`config.mk`:
```
export PLATFORM = sky130hd
export DESIGN_NAME = calendar_odometer_overspeed_blinker_unit
export DESIGN_NICKNAME = d
export VERILOG_FILES = /design/src/design/cobu_pkg.sv /design/src/design/calendar_odometer_overspeed_blinker_unit.sv /design/src/design/cobu_calc.sv
export SDC_FILE = /design/constraint.sdc
export NUM_CORES = 1
export LEC_CHECK = 0
export BUFFER_PORTS_ARGS = -buffer_cell sky130_fd_sc_hd__buf_2
export CORE_MARGIN = 4
export CORE_UTILIZATION = 50
export DETAILED_ROUTE_END_ITERATION = 10
export PLACE_DENSITY = 0.74
export SLEW_MARGIN = 20
export SYNTH_ARGS = -nofsm -noshare
export SYNTH_HDL_FRONTEND = slang
export SYNTH_HIERARCHICAL = 1
export SYNTH_SLANG_ARGS = --single-unit
export TNS_END_PERCENT = 30
```
`constraint.sdc`:
```
create_clock -name clk -period 4.7 [get_ports clk]
set_clock_uncertainty 0.15 [all_clocks]
set_input_delay 0.94 -clock clk [delete_from_list [all_inputs] [get_ports clk]]
set_output_delay 0.94 -clock clk [all_outputs]
set_load 0.02 [all_outputs]
```
`src/design/cobu_pkg.sv`:
```
package cobu_pkg;

  localparam int DISTANCE_BITS_DEFAULT = 16;

  localparam logic ACTION_TICK  = 1'b0;
  localparam logic ACTION_CHECK = 1'b1;

  localparam logic [7:0] CFG_LIMIT_KMH      = 8'd0;
  localparam logic [7:0] CFG_LIMITER_ENABLE = 8'd1;

  localparam logic [5:0]  SEC_LAST   = 6'd59;
  localparam logic [5:0]  SEC_WRAP   = 6'd60;
  localparam logic [5:0]  SAVE_A     = 6'd20;
  localparam logic [5:0]  SAVE_B     = 6'd40;
  localparam logic [5:0]  MIN_LAST   = 6'd59;
  localparam logic [4:0]  HOUR_LAST  = 5'd23;
  localparam logic [4:0]  DAY_LAST   = 5'd29;
  localparam logic [3:0]  MONTH_LAST = 4'd11;

  localparam logic [4:0]  DAY_RESET   = 5'd10;
  localparam logic [3:0]  MONTH_RESET = 4'd6;
  localparam logic [15:0] YEAR_RESET  = 16'd2024;

  localparam int OUT_DATA_BITS = 64;
  localparam int OUT_RELAY_LSB = 0;
  localparam int OUT_SEC_LSB   = 1;
  localparam int OUT_MIN_LSB   = 7;
  localparam int OUT_HOUR_LSB  = 13;
  localparam int OUT_DAY_LSB   = 18;
  localparam int OUT_MONTH_LSB = 23;
  localparam int OUT_YEAR_LSB  = 27;
  localparam int OUT_DIST_LSB  = 43;
  localparam int OUT_SAVE_BIT  = 59;
  localparam int OUT_MON_BIT   = 60;

  typedef struct packed {
    logic        armed;
    logic        phase;
    logic        relay;
    logic [5:0]  sec;
    logic [5:0]  min;
    logic [4:0]  hour;
    logic [4:0]  day;
    logic [3:0]  month;
    logic [15:0] year;
  } cobu_state_t;

  // Speed over 50 for an 8-bit speed: multiply by 41 and drop 11 bits.
  function automatic logic [2:0] speed_div50(input logic [7:0] speed);
    logic [13:0] prod;
    prod = 14'(speed) * 14'd41;
    return prod[13:11];
  endfunction

endpackage

```
`src/design/calendar_odometer_overspeed_blinker_unit.sv`:
```
// Calendar, odometer and overspeed relay blinker. Each input word is either a
// one-second tick (tuser 0) or a speed check (tuser 1) and yields exactly one
// output word with the relay level, the calendar (30-day months, 12 months,
// 16-bit year), the low 16 bits of the distance count, and the save and
// monitor pulses. A word is registered on entry and its result is computed in
// one pass into the output register, so a new word is taken every cycle while
// the output side keeps up; the result is written into the output register as
// the word leaves the input register. Writes on the cfg channel are always
// taken and should be made while no word is in flight.
module calendar_odometer_overspeed_blinker_unit import cobu_pkg::*; #(
  parameter int DISTANCE_BITS = DISTANCE_BITS_DEFAULT
) (
  input  logic        clk,
  input  logic        rst,
  input  logic        s_axis_tvalid,
  output logic        s_axis_tready,
  // speed [7:0], drive_gear [8], zero [15:9]
  input  logic [15:0] s_axis_tdata,
  // action [0]
  input  logic        s_axis_tuser,
  output logic        m_axis_tvalid,
  input  logic        m_axis_tready,
  // relay [0], second_count [6:1], minute_count [12:7], hour_count [17:13],
  // day_count [22:18], month_count [26:23], year_count [42:27],
  // distance_count [58:43], save_due [59], monitor_due [60], zero [63:61]
  output logic [63:0] m_axis_tdata,
  input  logic        cfg_valid,
  output logic        cfg_ready,
  input  logic [7:0]  cfg_index,
  input  logic [7:0]  cfg_data
);

  logic                     in_valid;
  logic                     in_action;
  logic [7:0]               in_speed;
  logic                     in_drive;
  logic                     advance;

  logic [7:0]               limit_kmh;
  logic                     limiter_enable;

  cobu_state_t              state;
  cobu_state_t              state_next;
  logic [DISTANCE_BITS-1:0] odo;
  logic [DISTANCE_BITS-1:0] odo_next;
  logic [DISTANCE_BITS+15:0] odo_ext;
  logic                     save_due;
  logic                     monitor_due;
  logic [OUT_DATA_BITS-1:0] out_word;

  assign advance       = in_valid && (!m_axis_tvalid || m_axis_tready);
  assign s_axis_tready = !in_valid || advance;
  assign cfg_ready     = 1'b1;

  always_ff @(posedge clk) begin
    if (rst) begin
      in_valid <= 1'b0;
    end else if (s_axis_tready) begin
      in_valid <= s_axis_tvalid;
    end
  end

  always_ff @(posedge clk) begin
    if (s_axis_tvalid && s_axis_tready) begin
      in_action <= s_axis_tuser;
      in_speed  <= s_axis_tdata[7:0];
      in_drive  <= s_axis_tdata[8];
    end
  end

  always_ff @(posedge clk) begin
    if (rst) begin
      limit_kmh      <= '0;
      limiter_enable <= 1'b0;
    end else if (cfg_valid && cfg_ready) begin
      if (cfg_index == CFG_LIMIT_KMH) begin
        limit_kmh <= cfg_data;
      end else if (cfg_index == CFG_LIMITER_ENABLE) begin
        limiter_enable <= cfg_data[0];
      end
    end
  end

  cobu_calc #(
    .DISTANCE_BITS(DISTANCE_BITS)
  ) u_calc (
    .cur            (state),
    .odo            (odo),
    .action         (in_action),
    .speed          (in_speed),
    .drive_gear     (in_drive),
    .limit_kmh      (limit_kmh),
    .limiter_enable (limiter_enable),
    .nxt            (state_next),
    .odo_next       (odo_next),
    .save_due       (save_due),
    .monitor_due    (monitor_due)
  );

  always_ff @(posedge clk) begin
    if (rst) begin
      state.armed <= 1'b0;
      state.phase <= 1'b0;
      state.relay <= 1'b0;
      state.sec   <= '0;
      state.min   <= '0;
      state.hour  <= '0;
      state.day   <= DAY_RESET;
      state.month <= MONTH_RESET;
      state.year  <= YEAR_RESET;
      odo         <= '0;
    end else if (advance) begin
      state <= state_next;
      odo   <= odo_next;
    end
  end

  assign odo_ext = {16'd0, odo_next};

  always_comb begin
    out_word = '0;
    out_word[OUT_RELAY_LSB]                = state_next.relay;
    out_word[OUT_SEC_LSB +: 6]             = state_next.sec;
    out_word[OUT_MIN_LSB +: 6]             = state_next.min;
    out_word[OUT_HOUR_LSB +: 5]            = state_next.hour;
    out_word[OUT_DAY_LSB +: 5]             = state_next.day;
    out_word[OUT_MONTH_LSB +: 4]           = state_next.month;
    out_word[OUT_YEAR_LSB +: 16]           = state_next.year;
    out_word[OUT_DIST_LSB +: 16]           = odo_ext[15:0];
    out_word[OUT_SAVE_BIT]                 = save_due;
    out_word[OUT_MON_BIT]                  = monitor_due;
  end

  always_ff @(posedge clk) begin
    if (rst) begin
      m_axis_tvalid <= 1'b0;
    end else if (advance) begin
      m_axis_tvalid <= 1'b1;
    end else if (m_axis_tready) begin
      m_axis_tvalid <= 1'b0;
    end
  end

  always_ff @(posedge clk) begin
    if (advance) begin
      m_axis_tdata <= out_word;
    end
  end

endmodule

```
`src/design/cobu_calc.sv`:
```
module cobu_calc import cobu_pkg::*; #(
  parameter int DISTANCE_BITS = DISTANCE_BITS_DEFAULT
) (
  input  cobu_state_t              cur,
  input  logic [DISTANCE_BITS-1:0] odo,
  input  logic                     action,
  input  logic [7:0]               speed,
  input  logic                     drive_gear,
  input  logic [7:0]               limit_kmh,
  input  logic                     limiter_enable,
  output cobu_state_t              nxt,
  output logic [DISTANCE_BITS-1:0] odo_next,
  output logic                     save_due,
  output logic                     monitor_due
);

  logic [5:0] sec_inc;

  assign sec_inc = cur.sec + 6'd1;

  always_comb begin
    nxt         = cur;
    odo_next    = odo;
    save_due    = 1'b0;
    monitor_due = 1'b0;
    if (action == ACTION_TICK) begin
      if (cur.armed) begin
        nxt.phase = ~cur.phase;
        nxt.relay = ~cur.phase;
      end
      if (sec_inc == SAVE_A || sec_inc == SAVE_B || sec_inc == SEC_WRAP) begin
        save_due    = 1'b1;
        monitor_due = drive_gear;
      end
      if (cur.sec >= SEC_LAST) begin
        nxt.sec = '0;
        if (cur.min == MIN_LAST) begin
          nxt.min = '0;
          if (cur.hour == HOUR_LAST) begin
            nxt.hour = '0;
            if (cur.day == DAY_LAST) begin
              nxt.day = '0;
              if (cur.month == MONTH_LAST) begin
                nxt.month = '0;
                nxt.year  = cur.year + 16'd1;
              end else begin
                nxt.month = cur.month + 4'd1;
              end
            end else begin
              nxt.day = cur.day + 5'd1;
            end
          end else begin
            nxt.hour = cur.hour + 5'd1;
          end
        end else begin
          nxt.min = cur.min + 6'd1;
        end
      end else begin
        nxt.sec = sec_inc;
      end
      if (drive_gear) begin
        odo_next = odo + DISTANCE_BITS'(1) + DISTANCE_BITS'(speed_div50(speed));
      end
    end else begin
      if (!limiter_enable) begin
        nxt.armed = 1'b0;
        nxt.relay = 1'b0;
      end else if (drive_gear) begin
        if (speed > limit_kmh) begin
          nxt.armed = 1'b1;
        end else begin
          nxt.armed = 1'b0;
          nxt.relay = 1'b0;
        end
      end
    end
  end

endmodule

```
# ---- Word level (Yosys, flattened, before mapping)
# Index checks and enable logic that the tools add are counted.
dict set report classes {
  add_sub_neg 8
  multipliers 1
  magnitude_cmp 2
  eq_ne 9
  mux 24
  bitwise_logic 4
  reduce_logical 15
}
# op count
set op_table {}
lappend op_table {{$mux 16} 3}
lappend op_table {{$mux 42} 1}
lappend op_table {{$mux 36} 1}
lappend op_table {{$add 16x1->16 const B} 2}
lappend op_table {{$mux 30} 1}
lappend op_table {{$mux 25} 1}
lappend op_table {{$mux 20} 1}
lappend op_table {{$eq 6x6->1 const B} 3}
lappend op_table {{$add 16x3->16} 1}
lappend op_table {{$mul 8x6->14 const B} 1}
lappend op_table {{$add 6x1->6 const B} 2}
lappend op_table {{$mux 6} 2}
lappend op_table {{$mux 1} 11}
lappend op_table {{$add 5x1->5 const B} 2}
lappend op_table {{$eq 5x5->1 const B} 2}
lappend op_table {{$mux 5} 2}
lappend op_table {{$reduce_and 3->1} 3}
lappend op_table {{$eq 8x1->1 const B} 1}
lappend op_table {{$gt 8x8->1} 1}
lappend op_table {{$logic_not 8->1} 1}
lappend op_table {{$eq 6x5->1 const B} 1}
lappend op_table {{$ge 6x6->1 const B} 1}
lappend op_table {{$add 4x1->4 const B} 1}
lappend op_table {{$eq 4x4->1 const B} 1}
lappend op_table {{9 further kinds} 17}
dict set report totals {
  register_bits 143
  inputBits 38
  word_cells 83
}

# ---- Longest topological paths before layout
# Gate-level depths: netlist of the first run.
dict set report logic_depth {
  word_depth 7
  mapped_depth 19
  depth_no_buf 19
}

# ---- Modules after synthesis
# Netlist of the first run, hierarchy kept.
# module instances cells_per_inst area_each_um2 seq_area_each_um2
set by_module_without_submodules {}
lappend by_module_without_submodules {calendar_odometer_overspeed_blinker_unit 1 399 4987.3 3573.4}
lappend by_module_without_submodules {cobu_calc 1 305 2218.4 0.0}

# ---- Worst setup path before layout of the first run
# Ideal clock, no wire load.
dict set report synth_path {
  path_kind {reg-to-reg}
  from {reg in_speed[4]}
  to {reg odo[15]}
  t_arrival_ns 4.261
  setup_slack_ns 0.219
  stages_incl_launch_ff 17
  n_path_buf 0
  cell_sequence {edfxtp_1 -> ha_1 -> fa_1 -> ha_1 -> ha_1 -> a21o_1 -> a21oi_1 -> nand4_1 -> a31oi_1 -> xnor2_1 -> ha_1 -> o21ai_0 -> a2111oi_0 -> nand4_1 -> xnor2_1 -> nand3_1 -> a21oi_1}
}
dict set report synth_between {
  elab_chain_len 4
}
# item line
set synth_rtl {}
lappend synth_rtl {{start, declared} calendar_odometer_overspeed_blinker_unit.sv:35} ;# logic [7:0] in_speed;
lappend synth_rtl {{start signal, assigned} calendar_odometer_overspeed_blinker_unit.sv:66} ;# in_speed <= s_axis_tdata[7:0];
lappend synth_rtl {{$mul 8x6->14} cobu_pkg.sv:51} ;# prod = 14'(speed) * 14'd41;
lappend synth_rtl {{$add 16x3->16} cobu_calc.sv:62} ;# odo_next = odo + DISTANCE_BITS'(1) + DISTANCE_BITS'(speed_div50(speed));
lappend synth_rtl {{$mux 16} cobu_calc.sv:61} ;# if (drive_gear) begin
lappend synth_rtl {{$mux 16} cobu_calc.sv:26} ;# if (action == ACTION_TICK) begin
lappend synth_rtl {{named net odo_next[15]} calendar_odometer_overspeed_blinker_unit.sv:45} ;# logic [DISTANCE_BITS-1:0] odo_next;
lappend synth_rtl {{end signal, assigned} calendar_odometer_overspeed_blinker_unit.sv:114} ;# odo <= odo_next;
lappend synth_rtl {{end, declared} calendar_odometer_overspeed_blinker_unit.sv:44} ;# logic [DISTANCE_BITS-1:0] odo;
# The timed path passes the listed nets, and every way through them passes these cells.
# A chain may end at the register's enable or synchronous reset.

# ---- Worst setup path after layout of the first run
dict set report layout_path {
  from {reg in_speed[3]}
  to {reg odo[12]}
}
# Same word-level chain as after synthesis.

==> impl_metrics.csv, run 1 <==
group,metric,value,unit
status,status,"finished clean",
drt,postRouteAntennaNets,0,
pwr,p_leak,3.18,nW
global_route,grt_start_max_net_pins,65,
synth,netlist_area,7210,um2
min_path,min_from,"state[43]$_SDFFE_PP0P_",
cells_and_area,finalNetCount,872,
cells_and_area,postLayoutCellArea,8470,um2
synth,ys_seq_area_frac,0.496,
worst_setup_path,crit_arrival,4730,ps
clock_tree,cts_buffers,17,
clock_tree,cts_sinks,143,
clock_tree,path_clk_slew,60,ps
global_route,antenna_found_initial,0,
place,post-place-ws,-14.9,ps
drt,dr_total_vias,5818,
global_route,grt_pass1_wl,27000,um
sta,fin_ws,165,ps
place,place.gp.congestion,0.893,
clock_tree,ctsHtreeMaxLevel,4,
synth,synth_edf_count,71,
worst_setup_path,ff2ff_setup_slack,170,ps
drt,drt_iter0_markers,593,
drt,drt_wl_total,16800,um
sta,holdWs,329,ps
global_route,grt_overflow,0,
sta,setup_viol,0,
worst_setup_path,cp.required,4900,ps
clock_tree,cts_hold_buffers,0,
sta,finalCriticalPeriod,4530,ps
drt,wl_per_cell,17.1,um
cells_and_area,diodes,0,
cells_and_area,layout-drive-gt1-share,0.205,
worst_setup_path,setup.worst_path.class,"flip-flop to flip-flop",
clock_tree,clock_latency,420,ps
sta,maxSlewViolCount,0,
sta,slew-limit-headroom,0.503,
floorplan,io_pins,105,
synth,synth_cell_types,63,
clock_tree,clockRootBuffer,"clkbuf_16",
clock_tree,cts_tree,"yes",
synth,synthTopCellsByArea,"edfxtp_1, dfxtp_1, ha_1, o21ai_0, a21oi_1",
place,placed_cell_area,7750,um2
floorplan,dieArea,16400,um2
synth,synthCells,704,
place,dp_hpwl,10700,um
flow_run,maxCapViolCount,0,
floorplan,die_w,128,um
sta,fin_crit_sh,0.965,
sta,hold_viol,0,
synth,syn_area_per_cell,10.2,um2
global_route,grtUsageTotal,0.204,
sta,clock.fmax,0.221,GHz
cells_and_area,ff_latch_area,3570,um2
drt,via_per_inst,5.94,
min_path,hold_class,"flip-flop to flip-flop",
worst_setup_path,rr_endpoint,"odo[12]$_SDFFE_PP0P_",
global_route,grt_pass1_vias,5593,
sta,timing_worst_slew_pin_value,744,ps
cells_and_area,multi_input_area,3380,um2
clock_tree,cts_buffer_depth,2,
cells_and_area,fill_cells,1160,
drt,drc_errors,0,
worst_setup_path,ff2ff_path_depth,19,
synth,ys_ff_latch,143,
cells_and_area,layout.cells.most_common,"buf_2",
synth,synth_top_area_frac,0.296,
worst_setup_path,r2r_start,"in_speed[3]$_DFFE_PP_",
worst_setup_path,critical_path_peak_fanout,4,
floorplan,core-area,14000,um2
cells_and_area,layout_common_cells,"buf_2, o21ai_0, edfxtp_1, dfxtp_1, nand3_1",
synth,synth_warnings,6,
pwr,cellPowerDensity,369,nW/um2
sta,tns,0,ps
min_path,hold_path_end,"state[43]$_SDFFE_PP0P_",
drt,first_pass_iters,6,
floorplan,initial_utilization,0.515,
min_path,min_path_cells,2,
worst_setup_path,startpoint_type,"flip-flop",
synth,synthArstFlopShare,0,
floorplan,rows,43,
cells_and_area,syn_to_final_growth,17.5,%
place,portBuffers,93,
synth,synth_ff_type,"dfxtp_1",
worst_setup_path,cp-end-kind,"flip-flop",
floorplan,die-height,128,um
pwr,irDropWorstVdd,0.235,mV
synth,synth_top_cell_by_area,"edfxtp_1",
## cell type report
type / instances / area share
clock inverters: 10 / 0.0191
clock buffers: 22 / 0.0548
multi-input cells: 495 / 0.400
inverters: 22 / 0.00975
well taps: 180 / 0.0266
flip-flops and latches: 143 / 0.422
repair buffers: 107 / 0.0677
## flip-flops by register name (all words and copies together), names as in the netlist, 8 cells and up
name          count
odo              16
state            45
in_speed          8
m_axis_tdata     61
limit_kmh         8
## per-stage QoR
stage | power (mW) | util | std cells
2_1_floorplan | 1.61 | - | 706
3_3_place_gp | 1.69 | 0.554 | 941
3_5_place_dp | 1.71 | 0.554 | 941
4_1_cts | 3.13 | 0.599 | 973
5_1_grt | 3.24 | 0.605 | 979
6_report | 3.13 | 0.605 | 979
## synth_stat cells, drive strengths merged (9+ instances only)
cell type  count
a21oi         68
nand2         35
and3          16
o21ai         72
nor3           9
a211o         11
xnor2         24
inv           22
nand3         68
o31ai         12
nand4         16
buf           17
edfxtp        71
nor2          20
clkbuf        29
ha            45
dfxtp         72
xor2          10
## per-layer routing
metal	vias up	wire, um	part of all wire	global-route usage
li1	2786	-	-	-
met1	2822	7260	0.43	0.261
met2	191	8440	0.50	0.345
met3	19	852	0.051	0.0392
met4	0	235	0.014	0.0712
met5	-	0	0	0
## critical path, stage by stage, from the launching register on
cell and delay [ps]:
edfxtp_1 450, ha_1 340, ha_1 300, ha_1 310, ha_1 330, and4_1 200
nand4_1 150, a21boi_2 200, nor4_1 70, a311oi_1 250, ha_2 230, inv_1 50
fa_2 370, a21oi_2 200, nor3_2 90, nand2b_1 180, nor2_1 80, xnor2_1 230
nand3_1 100, a21oi_1 160
## cell families after synthesis
logic type	after synthesis	share of synthesized area
buffers and inverters	68	0.0420
other	2	0.00104
and+or+nand+nor	211	0.167
adders and majority gates	48	0.0865
AOI/OAI and AO/OA	187	0.150
xor gates and xnor gates	34	0.0413
muxes	11	0.0165
DFF	143	0.496
## report_power, final
part	leakage (nW)	switching (mW)	total, mW	internal, mW
Sequential	1.22	0.0262	1.38	1.35
Clock	0.308	0.511	1.43	0.916
Combinational	1.65	0.202	0.321	0.119
Total	3.18	0.739	3.13	2.39
## how the worst max path moves through the flow
stage	to	from	slack [ps]	cells after the start
after floorplan	odo[15]$_SDFFE_PP0P_	in_speed[4]$_DFFE_PP_	220	16
after global placement	odo[12]$_SDFFE_PP0P_	in_speed[2]$_DFFE_PP_	150	18
after detailed placement	odo[12]$_SDFFE_PP0P_	in_speed[2]$_DFFE_PP_	-10	19
after CTS	odo[12]$_SDFFE_PP0P_	in_speed[2]$_DFFE_PP_	4	19
after global routing	odo[12]$_SDFFE_PP0P_	in_speed[3]$_DFFE_PP_	-40	19
final	odo[12]$_SDFFE_PP0P_	in_speed[3]$_DFFE_PP_	170	19
## what timing repair did
item,in CTS,in global routing
buffers inserted,0,6
resized for setup,1,9
endpoints found under the setup margin,3,16
pin swaps,0,12
(Power assumes the default switching activity.)
==> run 2: changes to the inputs <==
- CELL_PAD_IN_SITES_DETAIL_PLACEMENT: default -> 1
- CELL_PAD_IN_SITES_GLOBAL_PLACEMENT: default -> 1
- CORE_UTILIZATION: 50 -> 40
- PLACE_DENSITY: 0.74 -> default
- PLACE_DENSITY_LB_ADDON: default -> 0.1
- SLEW_MARGIN: 20 -> 40
==> run 2 against run 1 <==
Compared with the run above: die area is 23% higher; global-route usage is 2.0 points lower; register-to-register slack better by 30 ps; critical path depth is 2 lower; maximum frequency is 0.76% higher; highest routed layer unchanged; largest cell class unchanged; sequential cell count stayed put; utilization is 11 points lower; cell count is 4.8% higher.
==> impl_metrics.csv, run 2 (synthesis gave the netlist of run 1 again) <==
group,metric,value,unit
worst_setup_path,crit_top_cell,"ha_1",
drt,drt_iter0_markers,256,
clock_tree,cts_buffers,17,
worst_setup_path,cp_cell_sequence,"ha_1 -> fa_1 -> ha_1 -> ha_1 -> a21o_1 -> a21oi_2 -> nand4_1 -> a31oi_1 -> xnor2_1 -> ha_1 -> o21ai_2 -> a2111oi_2 -> buf_4 -> nand4_1 -> xnor2_2 -> nand3_1 -> a21oi_2",
sta,clock.fmax,0.222,GHz
cells_and_area,top_register,"m_axis_tdata",
cells_and_area,diodes,0,
place,place.gp.congestion,0.805,
cells_and_area,layout.cells.most_common,"buf_2",
sta,slew-limit-headroom,0.509,
clock_tree,clock_latency,420,ps
place,dp_hpwl,12300,um
place,portBuffers,93,
worst_setup_path,ff2ff_setup_slack,200,ps
worst_setup_path,r2r_start,"in_speed[3]$_DFFE_PP_",
sta,hold_viol,0,
clock_tree,cts_sinks,143,
global_route,grt_pass1_vias,6020,
status,status,"finished clean",
worst_setup_path,startpoint_type,"flip-flop",
cells_and_area,instances_no_fill,1026,
clock_tree,ctsHtreeMaxLevel,4,
cells_and_area,postLayoutCoreUtil,0.491,
sta,timing_worst_slew_pin_value,737,ps
worst_setup_path,critical_path_peak_fanout,4,
cells_and_area,layout_common_cells,"buf_2, edfxtp_1, dfxtp_1",
drt,wl_per_cell,18.1,um
pwr,p_leak,3.21,nW
drt,first_pass_iters,4,
min_path,min_from,"limit_kmh[5]$_SDFFE_PP0P_",
drt,postRouteAntennaNets,0,
clock_tree,clockRootBuffer,"clkbuf_16",
worst_setup_path,critPathMaxStageDelay,470,ps
cells_and_area,syn_to_final_growth,19.1,%
worst_setup_path,cpLargestDelayFamily,"adder cells",
cells_and_area,largest_reg_flops,61,
cells_and_area,layout-drive-gt1-share,0.213,
flow_run,maxCapViolCount,0,
floorplan,initial_utilization,0.412,
worst_setup_path,cp_slowest_cell,"edfxtp_1",
sta,setup_viol,0,
floorplan,io_pins,105,
clock_tree,cts_buffer_depth,2,
worst_setup_path,cp-end-kind,"flip-flop",
sta,finalCriticalPeriod,4500,ps
global_route,grtUsageTotal,0.184,
pwr,irDropWorstVdd,0.249,mV
drt,drc_errors,0,
drt,dr_total_vias,5807,
clock_tree,cts_hold_buffers,0,
worst_setup_path,cp.required,4900,ps
cells_and_area,finalNetCount,874,
min_path,hold_class,"flip-flop to flip-flop",
place,dp.cells,990,
drt,drt_wl_total,18500,um
sta,tns,0,ps
cells_and_area,reg.largest.list,"m_axis_tdata x61, state x45, odo x16",
clock_tree,path_clk_slew,60,ps
pwr,totalPowerFinal,3.15,mW
global_route,grt_start_max_net_pins,63,
floorplan,die-height,142,um
pwr,cellPowerDensity,366,nW/um2
sta,fin_crit_sh,0.958,
worst_setup_path,setup.worst_path.class,"flip-flop to flip-flop",
sta,maxSlewViolCount,0,
drt,via_per_inst,5.66,
worst_setup_path,crit_arrival,4700,ps
global_route,grt_pass1_wl,30200,um
floorplan,rows,48,
floorplan,dieArea,20200,um2
clock_tree,cts_tree,"yes",
worst_setup_path,startpoint,"in_speed[3]$_DFFE_PP_",
cells_and_area,fill_cells,1961,
global_route,antenna_found_initial,0,
floorplan,die_w,142,um
worst_setup_path,crit_buf_inv,1,
global_route,grt_overflow,0,
floorplan,core-area,17500,um2
==> run 2: cell types whose count changed in the layout (fill, tap and decap cells not counted), sizes merged <==
cell / previous run / this run
clkinv: 6 / 4
clkinvlp: 0 / 2
clkbuf: 22 / 23
buf: 107 / 109
inv: 22 / 21
==> run 2: metrics by stage <==
step	setup WS, ps	hold slack, ps	instance area (um2)
floorplan	219	283	7210
detailed placement	3.26	323	7840
global placement	152	311	7840
CTS	-13.1	330	8480
finish	199	327	8580
global route	-42.1	352	8580
==> run 2: layout make-up <==
type	count	area, um2	area share
timing repair buffer	109	588	0.0685
tap	225	282	0.0328
clock inverter	9	158	0.0184
multi-input combinational	495	3420	0.399
sequential	143	3570	0.416
inverter	22	82.6	0.00962
clock buffer	23	478	0.0557
==> run 2: power breakdown <==
part           internal, mW  total, mW  switching [mW]
Combinational         0.120      0.319           0.200
Clock                 0.932       1.44           0.513
Sequential             1.35       1.38          0.0304
Total                  2.40       3.15           0.743
==> run 2: path summary, 6_finish.rpt <==
| kind | to | depth (start not counted) |
|---|---|---|
| worst min-delay path | limit_kmh[5]$_SDFFE_PP0P_ | 2 |
| worst max register to register | odo[15]$_SDFFE_PP0P_ | 17 |
| worst min register to register | limit_kmh[5]$_SDFFE_PP0P_ | 2 |
| worst max-delay path | odo[15]$_SDFFE_PP0P_ | 17 |
==> run 2: metal layers <==
metal  global-route usage  share of wire  vias to the layer above
li1                     -              -                     2786
met1                0.238           0.46                     2887
met2                0.315           0.49                      120
met3               0.0353          0.039                       14
met4               0.0495         0.0086                        0
met5                    0              0                        -
==> run 2: what timing repair did <==
action,4_1_cts,5_1_grt
cloned,0,0
setup endpoints to repair,3,18
pin swaps,0,14
setup buffers,0,4
gates resized for setup,1,17
==> run 2: worst min-delay path, cell delays in order (launching register included) <==
cell	delay (ps)
dfxtp_1	310
o31ai_1	60
a21oi_1	60
==> run 3: changes to the inputs <==
- ABC_AREA: default -> 1
- CORE_UTILIZATION: 40 -> 39
==> run 3 against run 2 <==
Compared with the run above: critical path depth up 4; largest power group is now registers; clock power about the same; critical endpoint unchanged; maximum frequency up 4.5%; clock-buffer cell count down 1.
==> impl_metrics.csv, run 3 <==
group,metric,value,unit
cells_and_area,top_register,"m_axis_tdata",
synth,synth_edf_count,71,
global_route,antenna_found_initial,0,
drt,dr_total_vias,5926,
clock_tree,cts_tree,"yes",
cells_and_area,layout.cells.most_common,"nor2_1",
synth,synthArstFlopShare,0,
global_route,use_met1,0.229,
synth,synth_commonest_cells,"nor2_1, nand2_1, inv_1, dfxtp_1, edfxtp_1",
clock_tree,cts_hold_buffers,0,
clock_tree,clock_latency,420,ps
synth,synth_top_cell_by_area,"edfxtp_1",
clock_tree,clockRootBuffer,"clkbuf_16",
floorplan,core-area,18100,um2
sta,maxSlewViolCount,0,
global_route,grt_most_used_layer,"met2",
clock_tree,post_cts_resized,0,
clock_tree,cts_buffer_depth,2,
cells_and_area,postLayoutCellArea,8570,um2
worst_setup_path,startpoint,"in_speed[3]$_DFFE_PP_",
clock_tree,postCtsSetupBuffers,0,
place,dp_hpwl,12100,um
worst_setup_path,crit_arrival,4450,ps
drt,drt_wl_total,17300,um
drt,wl_per_cell,14.4,um
worst_setup_path,setup.worst_path.class,"flip-flop to flip-flop",
synth,synth_warnings,6,
status,status,"finished clean",
floorplan,die_w,145,um
min_path,min_from,"limit_kmh[6]$_SDFFE_PP0P_",
sta,clock.fmax,0.232,GHz
synth,synthCells,866,
pwr,p_leak,3.71,nW
clock_tree,cts_buffers,17,
worst_setup_path,cp-end-kind,"flip-flop",
synth,synth_top_area_frac,0.292,
global_route,grt_overflow,0,
synth,synthTopCellsByArea,"edfxtp_1, dfxtp_1, nor2_1, nand2_1, ha_1",
global_route,grt_pass1_vias,5981,
floorplan,rows,49,
cells_and_area,syn_to_final_growth,17.6,%
global_route,grt_use_met3,0.0430,
clock_tree,path_clk_slew,60,ps
synth,ys_ff_latch,143,
synth,netlist_area,7290,um2
cells_and_area,finalNetCount,1044,
sta,rsz0062_at_grt,"false",
place,dp.cells,1168,
cells_and_area,layout_common_cells,"nor2_1, nand2_1, inv_1, buf_2, dfxtp_1",
global_route,grt_start_max_net_pins,64,
pwr,cellPowerDensity,385,nW/um2
drt,postRouteAntennaNets,0,
sta,setup_viol,0,
place,placed_cell_area,7940,um2
place,portBuffers,93,
sta,hold_viol,0,
global_route,grtUsageTotal,0.172,
cells_and_area,diodes,0,
synth,synth_cell_types,40,
sta,finalCriticalPeriod,4310,ps
sta,timing_worst_slew_pin_value,737,ps
cells_and_area,instances_no_fill,1200,
synth,syn_area_per_cell,8.42,um2
worst_setup_path,critical_path_peak_fanout,4,
global_route,grt_pass1_wl,29000,um
cells_and_area,layout-drive-gt1-share,0.149,
cells_and_area,fill_cells,2180,
worst_setup_path,r2r_start,"in_speed[3]$_DFFE_PP_",
drt,drc_errors,0,
sta,fin_crit_sh,0.916,
clock_tree,cts_sinks,143,
synth,ys_seq_area_frac,0.490,
sta,slew-limit-headroom,0.509,
cells_and_area,reg.largest.list,"m_axis_tdata x61, state x45, odo x16",
worst_setup_path,cp.required,4850,ps
min_path,hold_class,"flip-flop to flip-flop",
drt,via_per_inst,4.94,
drt,drt_iter0_markers,240,
clock_tree,ctsHtreeMaxLevel,4,
synth,synth.most_common_cell,"nor2_1",
sta,tns,0,ps
flow_run,maxCapViolCount,0,
floorplan,dieArea,20900,um2
floorplan,initial_utilization,0.402,
synth,synth_ff_type,"dfxtp_1",
floorplan,die-height,145,um
pwr,irDropWorstVdd,0.225,mV
cells_and_area,largest_reg_flops,61,
place,place.gp.congestion,0.794,
drt,first_pass_iters,4,
global_route,met2_usage,0.284,
worst_setup_path,startpoint_type,"flip-flop",
floorplan,io_pins,105,
-- run 3: changes by cell type after synthesis, moves of 11 or more --
cell      delta
clkbuf_1    -22
nor2_1     +141
xnor2_1     -15
and3_1      -15
a21oi_1     -40
a211o_1     -11
inv_1       +71
nand2_1    +122
nand3_1     -14
-- run 3: metrics by stage --
stage	util	setup WS (ps)	hold slack (ps)	total power [mW]
3_5_place_dp	0.437	417	323	1.88
4_1_cts	0.472	369	336	3.35
2_1_floorplan	-	959	302	1.76
3_3_place_gp	0.437	511	313	1.87
6_report	0.472	393	329	3.30
5_1_grt	0.472	91.8	370	3.47
-- run 3: final cells by class --
class | instances | area (um2) | area share
clock inverters | 10 | 159 | 0.0185
flip-flops and latches | 143 | 3570 | 0.417
well taps | 229 | 287 | 0.0334
multi-input cells | 603 | 3210 | 0.374
repair buffers | 96 | 500 | 0.0584
clock buffers | 22 | 474 | 0.0553
inverters | 97 | 369 | 0.0431
-- run 3: cells by family (layout without fill, tap and decap cells) --
group,after synthesis,after routing,share of synthesized area
AOI/OAI and AO/OA,114,114,0.0824
other,2,4,0.00103
and+or+nand+nor,413,413,0.242
DFF,143,143,0.490
adders and majority gates,48,48,0.0855
xor gates and xnor gates,24,24,0.0288
buffers and inverters,122,225,0.0705
-- run 3: critical path: stages, from the launching register on --
cell and delay, ps:
edfxtp_1 470, ha_1 340, fa_1 460, ha_1 300
ha_1 280, nand2_1 50, o21bai_1 220, nand2_1 80
nand2_1 110, nand3_1 100, nand3_1 80, nand2_1 60
ha_1 330, nand3_1 90, nand2_1 160, nand2_1 100
nor3_1 300, nand2_1 90, nand2_1 70, nand2_1 80
o21ai_0 210, nor2_1 70
-- run 3: path summary, 6_finish.rpt --
check	end	slack (ps)	depth (start not counted)
hold / removal	limit_kmh[6]$_SDFFE_PP0P_	330	2
setup reg to reg	odo[15]$_SDFFE_PP0P_	390	21
hold reg to reg	limit_kmh[6]$_SDFFE_PP0P_	330	2
setup / recovery	odo[15]$_SDFFE_PP0P_	390	21
-- run 3: layer usage --
| layer | vias up | wire length (um) | part of all wire |
|---|---|---|---|
| li1 | 3027 | - | - |
| met1 | 2795 | 8420 | 0.49 |
| met2 | 89 | 8040 | 0.46 |
| met3 | 15 | 623 | 0.036 |
| met4 | 0 | 206 | 0.012 |
| met5 | - | 0 | 0 |
-- run 3: power breakdown --
| group | internal (mW) | switching (mW) |
|---|---|---|
| Sequential | 1.39 | 0.0558 |
| Clock | 0.930 | 0.518 |
| Combinational | 0.141 | 0.259 |
